### config.mk
export PLATFORM = sky130hd
export DESIGN_NAME = alarm_clock_controller
export DESIGN_NICKNAME = d
export VERILOG_FILES = /design/src/rtl/acc_pkg.sv /design/src/rtl/alarm_clock_controller.sv /design/src/rtl/acc_core.sv
export SDC_FILE = /design/constraint.sdc
export NUM_CORES = 1
export LEC_CHECK = 0
export ABC_AREA = 1
export BUFFER_PORTS_ARGS = -buffer_cell sky130_fd_sc_hd__buf_2
export CAP_MARGIN = 10
export CORE_MARGIN = 5
export CORE_UTILIZATION = 53
export DETAILED_ROUTE_END_ITERATION = 10
export PLACE_DENSITY = 0.77
export RECOVER_POWER = 100
export SYNTH_ARGS = -nofsm -noshare
export SYNTH_HDL_FRONTEND = slang
export SYNTH_SLANG_ARGS = --single-unit
export TNS_END_PERCENT = 5
### constraint.sdc
create_clock -name aclk -period 1.7 [get_ports aclk]
set_clock_uncertainty 0.2 [all_clocks]
set_input_delay 0.255 -clock aclk [delete_from_list [all_inputs] [get_ports aclk]]
set_output_delay 0.255 -clock aclk [all_outputs]
set_load 0.02 [all_outputs]
### src/rtl/acc_pkg.sv
// ----------------------------------------------------------------------------
// Alarm clock controller package
// Event codes, set modes and the beat structures that pass between modules.
// ----------------------------------------------------------------------------
package acc_pkg;

    typedef enum logic [3:0] {
        REQ_TICK       = 4'd0,
        REQ_TIME_BTN   = 4'd1,
        REQ_ALARM_BTN  = 4'd2,
        REQ_ALARM_SW   = 4'd3,
        REQ_MIN_BTN    = 4'd4,
        REQ_HOUR_BTN   = 4'd5,
        REQ_QUERY      = 4'd6,
        REQ_LOAD       = 4'd7
    } req_t;

    typedef enum logic [1:0] {
        MODE_NONE  = 2'd0,
        MODE_TIME  = 2'd1,
        MODE_ALARM = 2'd2
    } mode_t;

    // One input beat as held in the input register.
    typedef struct packed {
        logic [3:0] req_type;
        logic [3:0] load_hour;
        logic [5:0] load_minute;
        logic       load_pm;
        logic [3:0] load_alarm_hour;
        logic [5:0] load_alarm_minute;
        logic       load_alarm_pm;
    } acc_event_t;

    // One result beat as held in the result register.
    typedef struct packed {
        logic [3:0] shown_hour;
        logic [5:0] shown_minute;
        logic       shown_pm;
        logic [1:0] current_mode;
        logic       alarm_enabled;
        logic       alarm_ringing;
    } acc_result_t;

endpackage

### src/rtl/alarm_clock_controller.sv
// ----------------------------------------------------------------------------
// Twelve-hour alarm clock controller
// Input register, event logic and result register; one result beat per event.
// ----------------------------------------------------------------------------
// Each input beat carries one event (minute tick, mode buttons, alarm switch,
// minute and hour buttons, display query or load) and yields exactly one
// result beat with the displayed time, mode, alarm enable and ringing flag as
// they stand after that event. A beat enters the input register and is
// applied to the clock state as it moves into the result register; one beat
// is taken every cycle while the result register is free or draining. Load
// fields matter only on a load event; unknown event codes leave the state
// unchanged.
module alarm_clock_controller (
    input  logic       aclk,
    input  logic       aresetn,
    input  logic       s_valid,
    output logic       s_ready,
    input  logic [3:0] s_req_type,
    input  logic [3:0] s_load_hour,
    input  logic [5:0] s_load_minute,
    input  logic       s_load_pm,
    input  logic [3:0] s_load_alarm_hour,
    input  logic [5:0] s_load_alarm_minute,
    input  logic       s_load_alarm_pm,
    output logic       m_valid,
    input  logic       m_ready,
    output logic [3:0] m_shown_hour,
    output logic [5:0] m_shown_minute,
    output logic       m_shown_pm,
    output logic [1:0] m_current_mode,
    output logic       m_alarm_enabled,
    output logic       m_alarm_ringing
);
    import acc_pkg::*;

    logic        in_valid_reg;
    acc_event_t  in_data_reg;
    logic        out_valid_reg;
    acc_result_t out_data_reg;
    acc_result_t core_result;
    logic        advance;

    // A held event moves on whenever the result register is free or draining.
    assign advance = in_valid_reg && (!out_valid_reg || m_ready);
    assign s_ready = !in_valid_reg || advance;

    always_ff @(posedge aclk) begin
        if (!aresetn) begin
            in_valid_reg <= 1'b0;
        end else if (s_ready) begin
            in_valid_reg <= s_valid;
        end
    end

    always_ff @(posedge aclk) begin
        if (s_valid && s_ready) begin
            in_data_reg.req_type          <= s_req_type;
            in_data_reg.load_hour         <= s_load_hour;
            in_data_reg.load_minute       <= s_load_minute;
            in_data_reg.load_pm           <= s_load_pm;
            in_data_reg.load_alarm_hour   <= s_load_alarm_hour;
            in_data_reg.load_alarm_minute <= s_load_alarm_minute;
            in_data_reg.load_alarm_pm     <= s_load_alarm_pm;
        end
    end

    acc_core u_core (
        .aclk    (aclk),
        .aresetn (aresetn),
        .fire    (advance),
        .ev      (in_data_reg),
        .result  (core_result)
    );

    always_ff @(posedge aclk) begin
        if (!aresetn) begin
            out_valid_reg <= 1'b0;
        end else if (advance) begin
            out_valid_reg <= 1'b1;
        end else if (m_ready) begin
            out_valid_reg <= 1'b0;
        end
    end

    always_ff @(posedge aclk) begin
        if (advance) begin
            out_data_reg <= core_result;
        end
    end

    assign m_valid         = out_valid_reg;
    assign m_shown_hour    = out_data_reg.shown_hour;
    assign m_shown_minute  = out_data_reg.shown_minute;
    assign m_shown_pm      = out_data_reg.shown_pm;
    assign m_current_mode  = out_data_reg.current_mode;
    assign m_alarm_enabled = out_data_reg.alarm_enabled;
    assign m_alarm_ringing = out_data_reg.alarm_ringing;

endmodule

### src/rtl/acc_core.sv
// ----------------------------------------------------------------------------
// Alarm clock state and event logic
// Holds clock time, alarm time, set mode, enable and ringing flag; applies one
// event per cycle while fire is high and reports the display state after that event.
// ----------------------------------------------------------------------------
module acc_core (
    input  logic                aclk,
    input  logic                aresetn,
    input  logic                fire,
    input  acc_pkg::acc_event_t ev,
    output acc_pkg::acc_result_t result
);
    import acc_pkg::*;

    localparam logic [3:0] HOUR_TOP   = 4'd12;
    localparam logic [5:0] MINUTE_TOP = 6'd59;

    logic [3:0] clock_hour_reg, clock_hour_next;
    logic [5:0] clock_minute_reg, clock_minute_next;
    logic       clock_pm_reg, clock_pm_next;
    logic [3:0] wake_hour_reg, wake_hour_next;
    logic [5:0] wake_minute_reg, wake_minute_next;
    logic       wake_pm_reg, wake_pm_next;
    mode_t      set_mode_reg, set_mode_next;
    logic       alarm_armed_reg, alarm_armed_next;
    logic       ringing_reg, ringing_next;

    // Hours run 1..12; 12 wraps to 1.
    function automatic logic [3:0] hour_inc(input logic [3:0] h);
        return (h >= HOUR_TOP) ? 4'd1 : h + 4'd1;
    endfunction

    // The period flips whenever the hour becomes 12.
    function automatic logic pm_after(input logic [3:0] h, input logic pm);
        return (hour_inc(h) == HOUR_TOP) ? ~pm : pm;
    endfunction

    function automatic logic [5:0] minute_inc(input logic [5:0] m);
        return (m >= MINUTE_TOP) ? 6'd0 : m + 6'd1;
    endfunction

    function automatic logic [3:0] fix_hour(input logic [3:0] h);
        return (h >= 4'd1 && h <= HOUR_TOP) ? h : HOUR_TOP;
    endfunction

    function automatic logic [5:0] fix_minute(input logic [5:0] m);
        return (m <= MINUTE_TOP) ? m : MINUTE_TOP;
    endfunction

    always_comb begin
        clock_hour_next   = clock_hour_reg;
        clock_minute_next = clock_minute_reg;
        clock_pm_next     = clock_pm_reg;
        wake_hour_next    = wake_hour_reg;
        wake_minute_next  = wake_minute_reg;
        wake_pm_next      = wake_pm_reg;
        set_mode_next     = set_mode_reg;
        alarm_armed_next  = alarm_armed_reg;
        ringing_next      = ringing_reg;

        case (req_t'(ev.req_type))
            REQ_TICK: begin
                clock_minute_next = minute_inc(clock_minute_reg);
                if (clock_minute_reg >= MINUTE_TOP) begin
                    clock_hour_next = hour_inc(clock_hour_reg);
                    clock_pm_next   = pm_after(clock_hour_reg, clock_pm_reg);
                end
            end
            REQ_TIME_BTN: begin
                set_mode_next = (set_mode_reg == MODE_TIME) ? MODE_NONE : MODE_TIME;
            end
            REQ_ALARM_BTN: begin
                set_mode_next = (set_mode_reg == MODE_ALARM) ? MODE_NONE : MODE_ALARM;
            end
            REQ_ALARM_SW: begin
                alarm_armed_next = ~alarm_armed_reg;
                ringing_next     = 1'b0;
            end
            REQ_MIN_BTN: begin
                if (set_mode_reg == MODE_TIME) begin
                    clock_minute_next = minute_inc(clock_minute_reg);
                end else if (set_mode_reg == MODE_ALARM) begin
                    wake_minute_next = minute_inc(wake_minute_reg);
                end
            end
            REQ_HOUR_BTN: begin
                if (set_mode_reg == MODE_TIME) begin
                    clock_hour_next = hour_inc(clock_hour_reg);
                    clock_pm_next   = pm_after(clock_hour_reg, clock_pm_reg);
                end else if (set_mode_reg == MODE_ALARM) begin
                    wake_hour_next = hour_inc(wake_hour_reg);
                    wake_pm_next   = pm_after(wake_hour_reg, wake_pm_reg);
                end
            end
            REQ_QUERY: begin
                if (alarm_armed_reg && wake_hour_reg == clock_hour_reg &&
                    wake_minute_reg == clock_minute_reg && wake_pm_reg == clock_pm_reg) begin
                    ringing_next = 1'b1;
                end
            end
            REQ_LOAD: begin
                clock_hour_next   = fix_hour(ev.load_hour);
                clock_minute_next = fix_minute(ev.load_minute);
                clock_pm_next     = ev.load_pm;
                wake_hour_next    = fix_hour(ev.load_alarm_hour);
                wake_minute_next  = fix_minute(ev.load_alarm_minute);
                wake_pm_next      = ev.load_alarm_pm;
                set_mode_next     = MODE_NONE;
                alarm_armed_next  = 1'b0;
                ringing_next      = 1'b0;
            end
            default: begin
            end
        endcase
    end

    // The result shows the state as it stands after this event.
    always_comb begin
        if (set_mode_next == MODE_ALARM) begin
            result.shown_hour   = wake_hour_next;
            result.shown_minute = wake_minute_next;
            result.shown_pm     = wake_pm_next;
        end else begin
            result.shown_hour   = clock_hour_next;
            result.shown_minute = clock_minute_next;
            result.shown_pm     = clock_pm_next;
        end
        result.current_mode  = set_mode_next;
        result.alarm_enabled = alarm_armed_next;
        result.alarm_ringing = ringing_next;
    end

    always_ff @(posedge aclk) begin
        if (!aresetn) begin
            clock_hour_reg   <= HOUR_TOP;
            clock_minute_reg <= 6'd0;
            clock_pm_reg     <= 1'b0;
            wake_hour_reg    <= HOUR_TOP;
            wake_minute_reg  <= 6'd0;
            wake_pm_reg      <= 1'b0;
            set_mode_reg     <= MODE_NONE;
            alarm_armed_reg  <= 1'b0;
            ringing_reg      <= 1'b0;
        end else if (fire) begin
            clock_hour_reg   <= clock_hour_next;
            clock_minute_reg <= clock_minute_next;
            clock_pm_reg     <= clock_pm_next;
            wake_hour_reg    <= wake_hour_next;
            wake_minute_reg  <= wake_minute_next;
            wake_pm_reg      <= wake_pm_next;
            set_mode_reg     <= set_mode_next;
            alarm_armed_reg  <= alarm_armed_next;
            ringing_reg      <= ringing_next;
        end
    end

endmodule
# After elaboration in Yosys (flattened, before gate mapping)
# Index checks and enable logic that the tools add are counted.
# Widths: inputs -> output; s select.
# word_totals
input_bits	30
output_inout_bits	17
latch_bits	0
mem_bits_rw	0
memories	0
rom_bits	0
regBits	69
wordCells	106
# op_classes
n_shift	0
div	0
n_eq_ne	15
muxes	36
magnitude_cmp	10
n_bitwise	3
n_addsub	4
reduce_logical	14
mul	0
# op_table
cell	count
$mux 6	7
$mux 4	8
$pmux 6 s3	1
$eq 4x3->1 const B	4
$add 6x1->6 const B	2
$ge 6x6->1 const B	2
$le 6x6->1 const B	2
$pmux 4 s3	1
$pmux 6 s2	1
$mux 11	1
$mux 1	10
$add 4x1->4 const B	2
$eq 4x2->1 const B	2
$eq 4x4->1 const B	2
$ge 4x1->1 const B	2
$ge 4x4->1 const B	2
$le 4x4->1 const B	2
$pmux 4 s2	1
$logic_and 1x1->1	7
$eq 6x6->1	1
$pmux 1 s2	3
$pmux 2 s3	1
$eq 2x2->1 const B	2
$eq 4x1->1 const B	1
other kinds (11)	15

# Depth between registers and ports, before layout
# Gate-level depths: netlist (run 1).
# depth
depth_word	8
ltp_mapped	12

# Cells and area by module
# A second synthesis (run 1) with hierarchy kept.
# unflattened
hier_cells	514
area_unflattened_um2	3878.7
# modules_own_cells
module	cells_each	n_inst	area_each_um2
acc_core	460	1	2552.4
alarm_clock_controller	54	1	1326.3

# Worst setup path after synthesis (run 1)
# No wires, ideal clock.
# synth_path
path_type	register to register
from	register out_valid_reg (netlist: m_valid)
to	register in_data_reg[0] (netlist name) (enable)
synth_period_minus_slack_ns	1.850
stages_incl_launch_ff	4
t_arrival_ns	1.270
setup_slack_ns	-0.150
setup_time_ns	0.381
path_cell_list	dfxtp_1 > nand3_1 > nand2_1 > inv_1
# synth_between
elab_chain_len	5
# synth_rtl
element	line_no	text
from (decl)	alarm_clock_controller.sv:38	logic out_valid_reg;
from (signal assigned)	alarm_clock_controller.sv:77	out_valid_reg <= 1'b0;
from (signal assigned)	alarm_clock_controller.sv:79	out_valid_reg <= 1'b1;
from (signal assigned)	alarm_clock_controller.sv:81	out_valid_reg <= 1'b0;
$logic_not 1->1	alarm_clock_controller.sv:44	assign advance = in_valid_reg && (!out_valid_reg || m_ready);
$logic_or 1x1->1	alarm_clock_controller.sv:44	
$logic_and 1x1->1	alarm_clock_controller.sv:44	
$logic_or 1x1->1	alarm_clock_controller.sv:45	assign s_ready = !in_valid_reg || advance;
via s_ready	alarm_clock_controller.sv:17	output logic s_ready,
$logic_and 1x1->1	alarm_clock_controller.sv:56	if (s_valid && s_ready) begin
to (decl)	alarm_clock_controller.sv:37	acc_event_t in_data_reg;
# The timed path passes the listed nets, and every way through them passes these cells.
# A chain may end at the register's enable or synchronous reset.

==> impl_metrics.ini, run 1 <==
[status]
status = finished, violations left
violations = negative setup slack

[floorplan]
io_pins = 47
core_area_sq_mm = 0.00721
die_area_sq_mm = 0.00915
fp.dieH_um = 95.7
placementRows = 31
die_w_um = 95.7
start_util_pct = 53.9

[logic_synthesis]
synth_nets = 570
yosysSeqAreaShare_pct = 46.1
syn_inst = 536
syn_area_sq_mm = 0.00389
synthArstFlopShare_pct = 0
yosys-top-cells-area = edfxtp_1 32%, nand2_1 17%, dfxtp_1 14%
synth_top_cell_by_area = edfxtp_1
synthDominantCellAreaShare_pct = 31.7
synth_edf_count = 41
synth-main-ff-cell = edfxtp_1
synth_cell_types = 32
syn-mean-instance-area_sq_um = 7.26
ys_seq_elements = 69
ys.warnings.count = 0

[critical_path]
cp_max_fo = 6
r2r_end = m_shown_minute[1]$_DFFE_PP_
reg2reg_depth = 9
reg2reg_from = in_data_reg[25]$_DFFE_PP_
endpoint_kind = flip-flop
crit_type = flip-flop to flip-flop
critPathLaunchType = flip-flop
cp.required_ps = 1590
ff2ff_setup_slack_ps = -320
cp.arrival_ps = 1900

[clock_network]
clock_path_buffers = 2
ctsHtreeMaxLevel = 3
cts_tree = done
cts_buffers = 9
root_buffer = clkbuf_8
insertion_delay_ps = 350
clk_pin_slew_ps = 70
clkSinkCount = 69

[drt]
routed_wl_mm = 11.8
vias = 4195
drt_iter0_markers = 439
routed_via_density = 5.34
ant_nets = 0
post-route-drc-count = 0
first_pass_iters = 5
wl_per_cell_um = 15.0

[final_layout]
fin_area_sq_mm = 0.00531
antenna_cells = 0
fillCellCount = 541
largest_reg_flops = 26
drive_above_1_share_pct = 24.2
layout_common_cells = 155 x nand2_1, 70 x inv_1, 66 x buf_4, 43 x nor2_1, 41 x edfxtp_1
fin_nets = 715
final_common_cell = nand2_1
area_growth_pct = 36.5

[hold_path]
holdPathEnd = m_valid$_SDFFE_PN0P_
min_from = m_ready
whs_path_depth = 4
min_path_type = input pin to flip-flop

[sta]
finalSetupTns_ps = -5730
hold_viol = 0
setup_slack_ps = -316
period_minus_slack_ps = 2020
rsz0062_at_grt = true
hold_ws_ps = 34.7
setup_violations = 38
worstMarginPinSlew_ps = 692
max-slew-margin-rel_pct = 53.9
max_freq_mhz = 496
drv_slew = 0
finalCritPeriodShare_pct = 119

[global_routing]
grt_start_max_net_pins = 34
grt_pass1_wl_mm = 18.7
antenna_found_initial = 0
gr-total-overflow = 0
track_usage_pct = 26.8
grt_pass1_vias = 4035

[power]
power_frac_seq_pct = 49.9
p_int_uw = 2780
ir_drop_mv = 0.497
p_switching_uw = 1160
powerDensity_mw_per_mm2 = 743
netSwitchingFraction_pct = 29.5
clockPowerShare_pct = 28.0
combPwrFrac_pct = 22.1
p_leak_uw = 0.00258

[placement]
port_buffers = 46
gp_congestion = 0.936
place_area_sq_mm = 0.00472
hpwl_mm = 7.97
pre_cts_slack_ps = -256

[job]
cap_violations = 0
-- how the worst max path moves through the flow --
stage | from | endpoint | slack (ps) | depth (start not counted)
2_1_floorplan | in_data_reg[23]$_DFFE_PP_ | m_shown_hour[2]$_DFFE_PP_ | -50 | 11
3_3_place_gp | in_data_reg[23]$_DFFE_PP_ | m_shown_hour[2]$_DFFE_PP_ | -210 | 10
3_5_place_dp | in_data_reg[25]$_DFFE_PP_ | m_shown_hour[2]$_DFFE_PP_ | -260 | 10
4_1_cts | in_data_reg[25]$_DFFE_PP_ | m_shown_hour[0]$_DFFE_PP_ | -200 | 9
5_1_grt | in_data_reg[22]$_DFFE_PP_ | m_shown_hour[0]$_DFFE_PP_ | -400 | 12
6_report | in_data_reg[25]$_DFFE_PP_ | m_shown_minute[1]$_DFFE_PP_ | -320 | 9
-- stage by stage --
step / util [%] / total power, uW / cells
after floorplan: - / 2430 / 536
after global placement: 65.4 / 2730 / 735
after detailed placement: 65.4 / 2750 / 735
after CTS: 72.4 / 3890 / 782
after global routing: 73.6 / 4140 / 785
final: 73.6 / 3940 / 785
-- logic make-up after synthesis --
logic type / after synthesis / synth area share, %
AOI/OAI and AO/OA: 76 / 10.8
xor gates and xnor gates: 7 / 1.58
adders and majority gates: 4 / 1.29
buffers and inverters: 93 / 9.52
DFF: 69 / 46.1
and+or+nand+nor: 287 / 30.7
-- layer usage --
layer | part of all wire, % | wire (um) | GRT usage (%) | vias to the layer above
met5 | 0 | 0 | 0 | -
met4 | 2.9 | 346 | 13.0 | 0
met3 | 9.2 | 1080 | 6.95 | 37
met2 | 48 | 5600 | 43.5 | 222
met1 | 40 | 4750 | 33.1 | 1902
li1 | - | - | - | 2034
-- area by class of cell --
class	count	area (sq um)	share of cell area [%]
multi-input combinational	374	1880	35.3
clock inverter	3	12.5	0.236
inverter	80	307	5.77
timing repair buffer	147	1060	19.9
sequential	69	1790	33.8
clock buffer	13	139	2.62
tap	99	124	2.33
-- Yosys cell counts, drive strengths merged, types with 3 or more instances --
cell,instances
nand2,174
inv,78
nor2,54
nand3,46
edfxtp,41
o21ai,32
a21oi,29
dfxtp,28
nand4,10
buf,8
clkbuf,5
o211ai,5
ha,4
o22ai,4
xor2,4
xnor2,3
-- critical path, stage by stage (launching register included) --
cell and delay (ps):
edfxtp_1 490, nor2_4 270, nand2_2 120, nand2_4 100
inv_2 50, buf_4 130, nand2_1 80, nand3_1 120
nand2_1 120, nand2_1 70
-- power groups by stage --
stage	logic [uW]	registers, uW	clock network, uW
final	871	1970	1110
after global routing	954	1980	1210
after CTS	825	1960	1110
after detailed placement	753	2000	0
after floorplan	407	2030	0
after global placement	735	1990	0
-- what timing repair did --
| action | in CTS | in global routing |
|---|---|---|
| endpoints found under the setup margin | 31 | 38 |
| resized for setup | 18 | 39 |
| pin swaps | 8 | 14 |
| hold buffers | 27 | 0 |
| endpoints found under the hold margin | 27 | 0 |
| buffers inserted | 4 | 3 |
No activity file was read; power rests on OpenSTA's default activity.
==> run 2: changes to the inputs <==
--- a/config.mk
+++ b/config.mk
@@ -11,7 +11,7 @@
 export CORE_MARGIN = 5
 export CORE_UTILIZATION = 53
 export DETAILED_ROUTE_END_ITERATION = 10
-export PLACE_DENSITY = 0.77
+export PLACE_DENSITY = 0.73
 export RECOVER_POWER = 100
 export SYNTH_ARGS = -nofsm -noshare
 export SYNTH_HDL_FRONTEND = slang
==> impl_metrics.ini, run 2 (same netlist as run 1, synthesis figures left out) <==
[status]
status = finished, violations left
violations = negative hold slack, negative setup slack

[critical_path]
critPathLaunchType = flip-flop
cp_common_cell = nand2_1
ff2ff_setup_slack_ps = -260
slowest_delay_ps = 480
cpMaxStageDelayCell = edfxtp_1
endpoint_kind = flip-flop
cp.arrival_ps = 1860
path_cells = nor2_4, nand3_2, o22ai_2, nand2_2, buf_6, nand2_1, nand2_1
cp_max_fo = 5
crit_type = flip-flop to flip-flop
cp.required_ps = 1610

[global_routing]
track_usage_pct = 26.8
grt_pass1_wl_mm = 18.6
antenna_found_initial = 0
gr-total-overflow = 0
grt_pass1_vias = 3997
grt_start_max_net_pins = 34

[clock_network]
cts_tree = done
cts_buffers = 9
ctsHtreeMaxLevel = 3
clk_pin_slew_ps = 70
insertion_delay_ps = 350
clock_path_buffers = 2
root_buffer = clkbuf_8
clkSinkCount = 69

[power]
ir_drop_mv = 0.659
p_leak_uw = 0.00266
powerDensity_mw_per_mm2 = 775

[floorplan]
die_area_sq_mm = 0.00915
placementRows = 31
die_w_um = 95.7
core_area_sq_mm = 0.00721
io_pins = 47
fp.dieH_um = 95.7
start_util_pct = 53.9

[sta]
hold_viol = 1
rsz0062_at_grt = true
setup_slack_ps = -257
finalCritPeriodShare_pct = 115
max-slew-margin-rel_pct = 55.1
worstMarginPinSlew_ps = 674
max_freq_mhz = 511
setup_violations = 34
period_minus_slack_ps = 1960
hold_ws_ps = -0.0645
drv_slew = 0

[final_layout]
area_growth_pct = 40.3
fin_nets = 720
drive_above_1_share_pct = 27.1
fillCellCount = 527
final_common_cell = nand2_1
multi_input_area_sq_mm = 0.00191
antenna_cells = 0
layout_common_cells = 153 x nand2_1, 69 x buf_4, 68 x inv_1, 42 x nor2_1, 41 x edfxtp_1
instances_no_fill = 790
regArea_sq_mm = 0.00180
largest_reg_flops = 26

[drt]
wl_per_cell_um = 15.4
vias = 4239
ant_nets = 0
first_pass_iters = 5
routed_wl_mm = 12.1
drt_iter0_markers = 481
post-route-drc-count = 0
routed_via_density = 5.37

[placement]
pre_cts_slack_ps = -259
dp.cells = 737
port_buffers = 46
hpwl_mm = 8.01
gp_congestion = 0.972

[hold_path]
min_path_type = input pin to flip-flop

[job]
cap_violations = 0
-- run 2: cell types whose count changed in the layout (fill, tap and decap cells not counted), moves of 3 or more --
cell and change:
clkbuf_1 -5, nand3_1 -4, buf_4 +3, nand2_2 +3, nand3_2 +3
-- run 2: final timing paths --
| kind | from | endpoint | cells past startpoint |
|---|---|---|---|
| max | in_data_reg[24]$_DFFE_PP_ | m_shown_minute[1]$_DFFE_PP_ | 7 |
| min | s_valid | in_valid_reg$_SDFFE_PN0N_ | 3 |
| max reg2reg | in_data_reg[24]$_DFFE_PP_ | m_shown_minute[1]$_DFFE_PP_ | 7 |
| min reg2reg | in_valid_reg$_SDFFE_PN0N_ | in_valid_reg$_SDFFE_PN0N_ | 2 |
-- run 2: worst max-delay path, delay by kind of cell (launching register included) --
kind / cells / cell delay [ps]
simple gates: 5 / 610
flops: 1 / 480
buf+inv: 1 / 160
compound gates: 1 / 270
-- run 2: per-layer routing --
metal  routed length (um)  track usage, %  up-vias
li1                     -               -     2042
met1                 4750            32.9     1916
met2                 5860            44.6      240
met3                 1190            7.02       41
met4                  343            10.9        0
met5                    0               0        -
-- run 2: power breakdown --
group / switching (uW) / total (uW) / internal (uW)
combinational: 517 / 897 / 380
clock: 645 / 1360 / 714
sequential: 78.0 / 1970 / 1890
-- run 2: stage by stage --
stage                     util (%)  total power [uW]  hold WS, ps  setup TNS, ps  cell area, sq um
after floorplan                  -              2430          154           -481              3910
after detailed placement      65.8              2760          233          -4460              4750
after global routing          75.7              4410         12.0          -9460              5460
after global placement        65.8              2740          231          -3040              4750
after CTS                     73.6              4150         10.9          -3190              5310
final                         75.7              4230      -0.0645          -5110              5460
-- run 2: what timing repair did --
item                       CTS  global route
pin swaps                   10            19
setup buffers                4             4
hold buffers                27             0
hold endpoints to repair    27             0
resized for setup           26            42
setup endpoints to repair   34            38
cloned                       0             2
-- run 2: final cells by class --
class | instances | area share, %
Tap cell | 99 | 2.27
Sequential cell | 69 | 32.9
Multi-Input combinational cell | 374 | 35.0
Timing Repair Buffer | 152 | 20.6
Clock buffer | 10 | 2.52
Inverter | 80 | 5.62
Clock inverter | 6 | 1.15
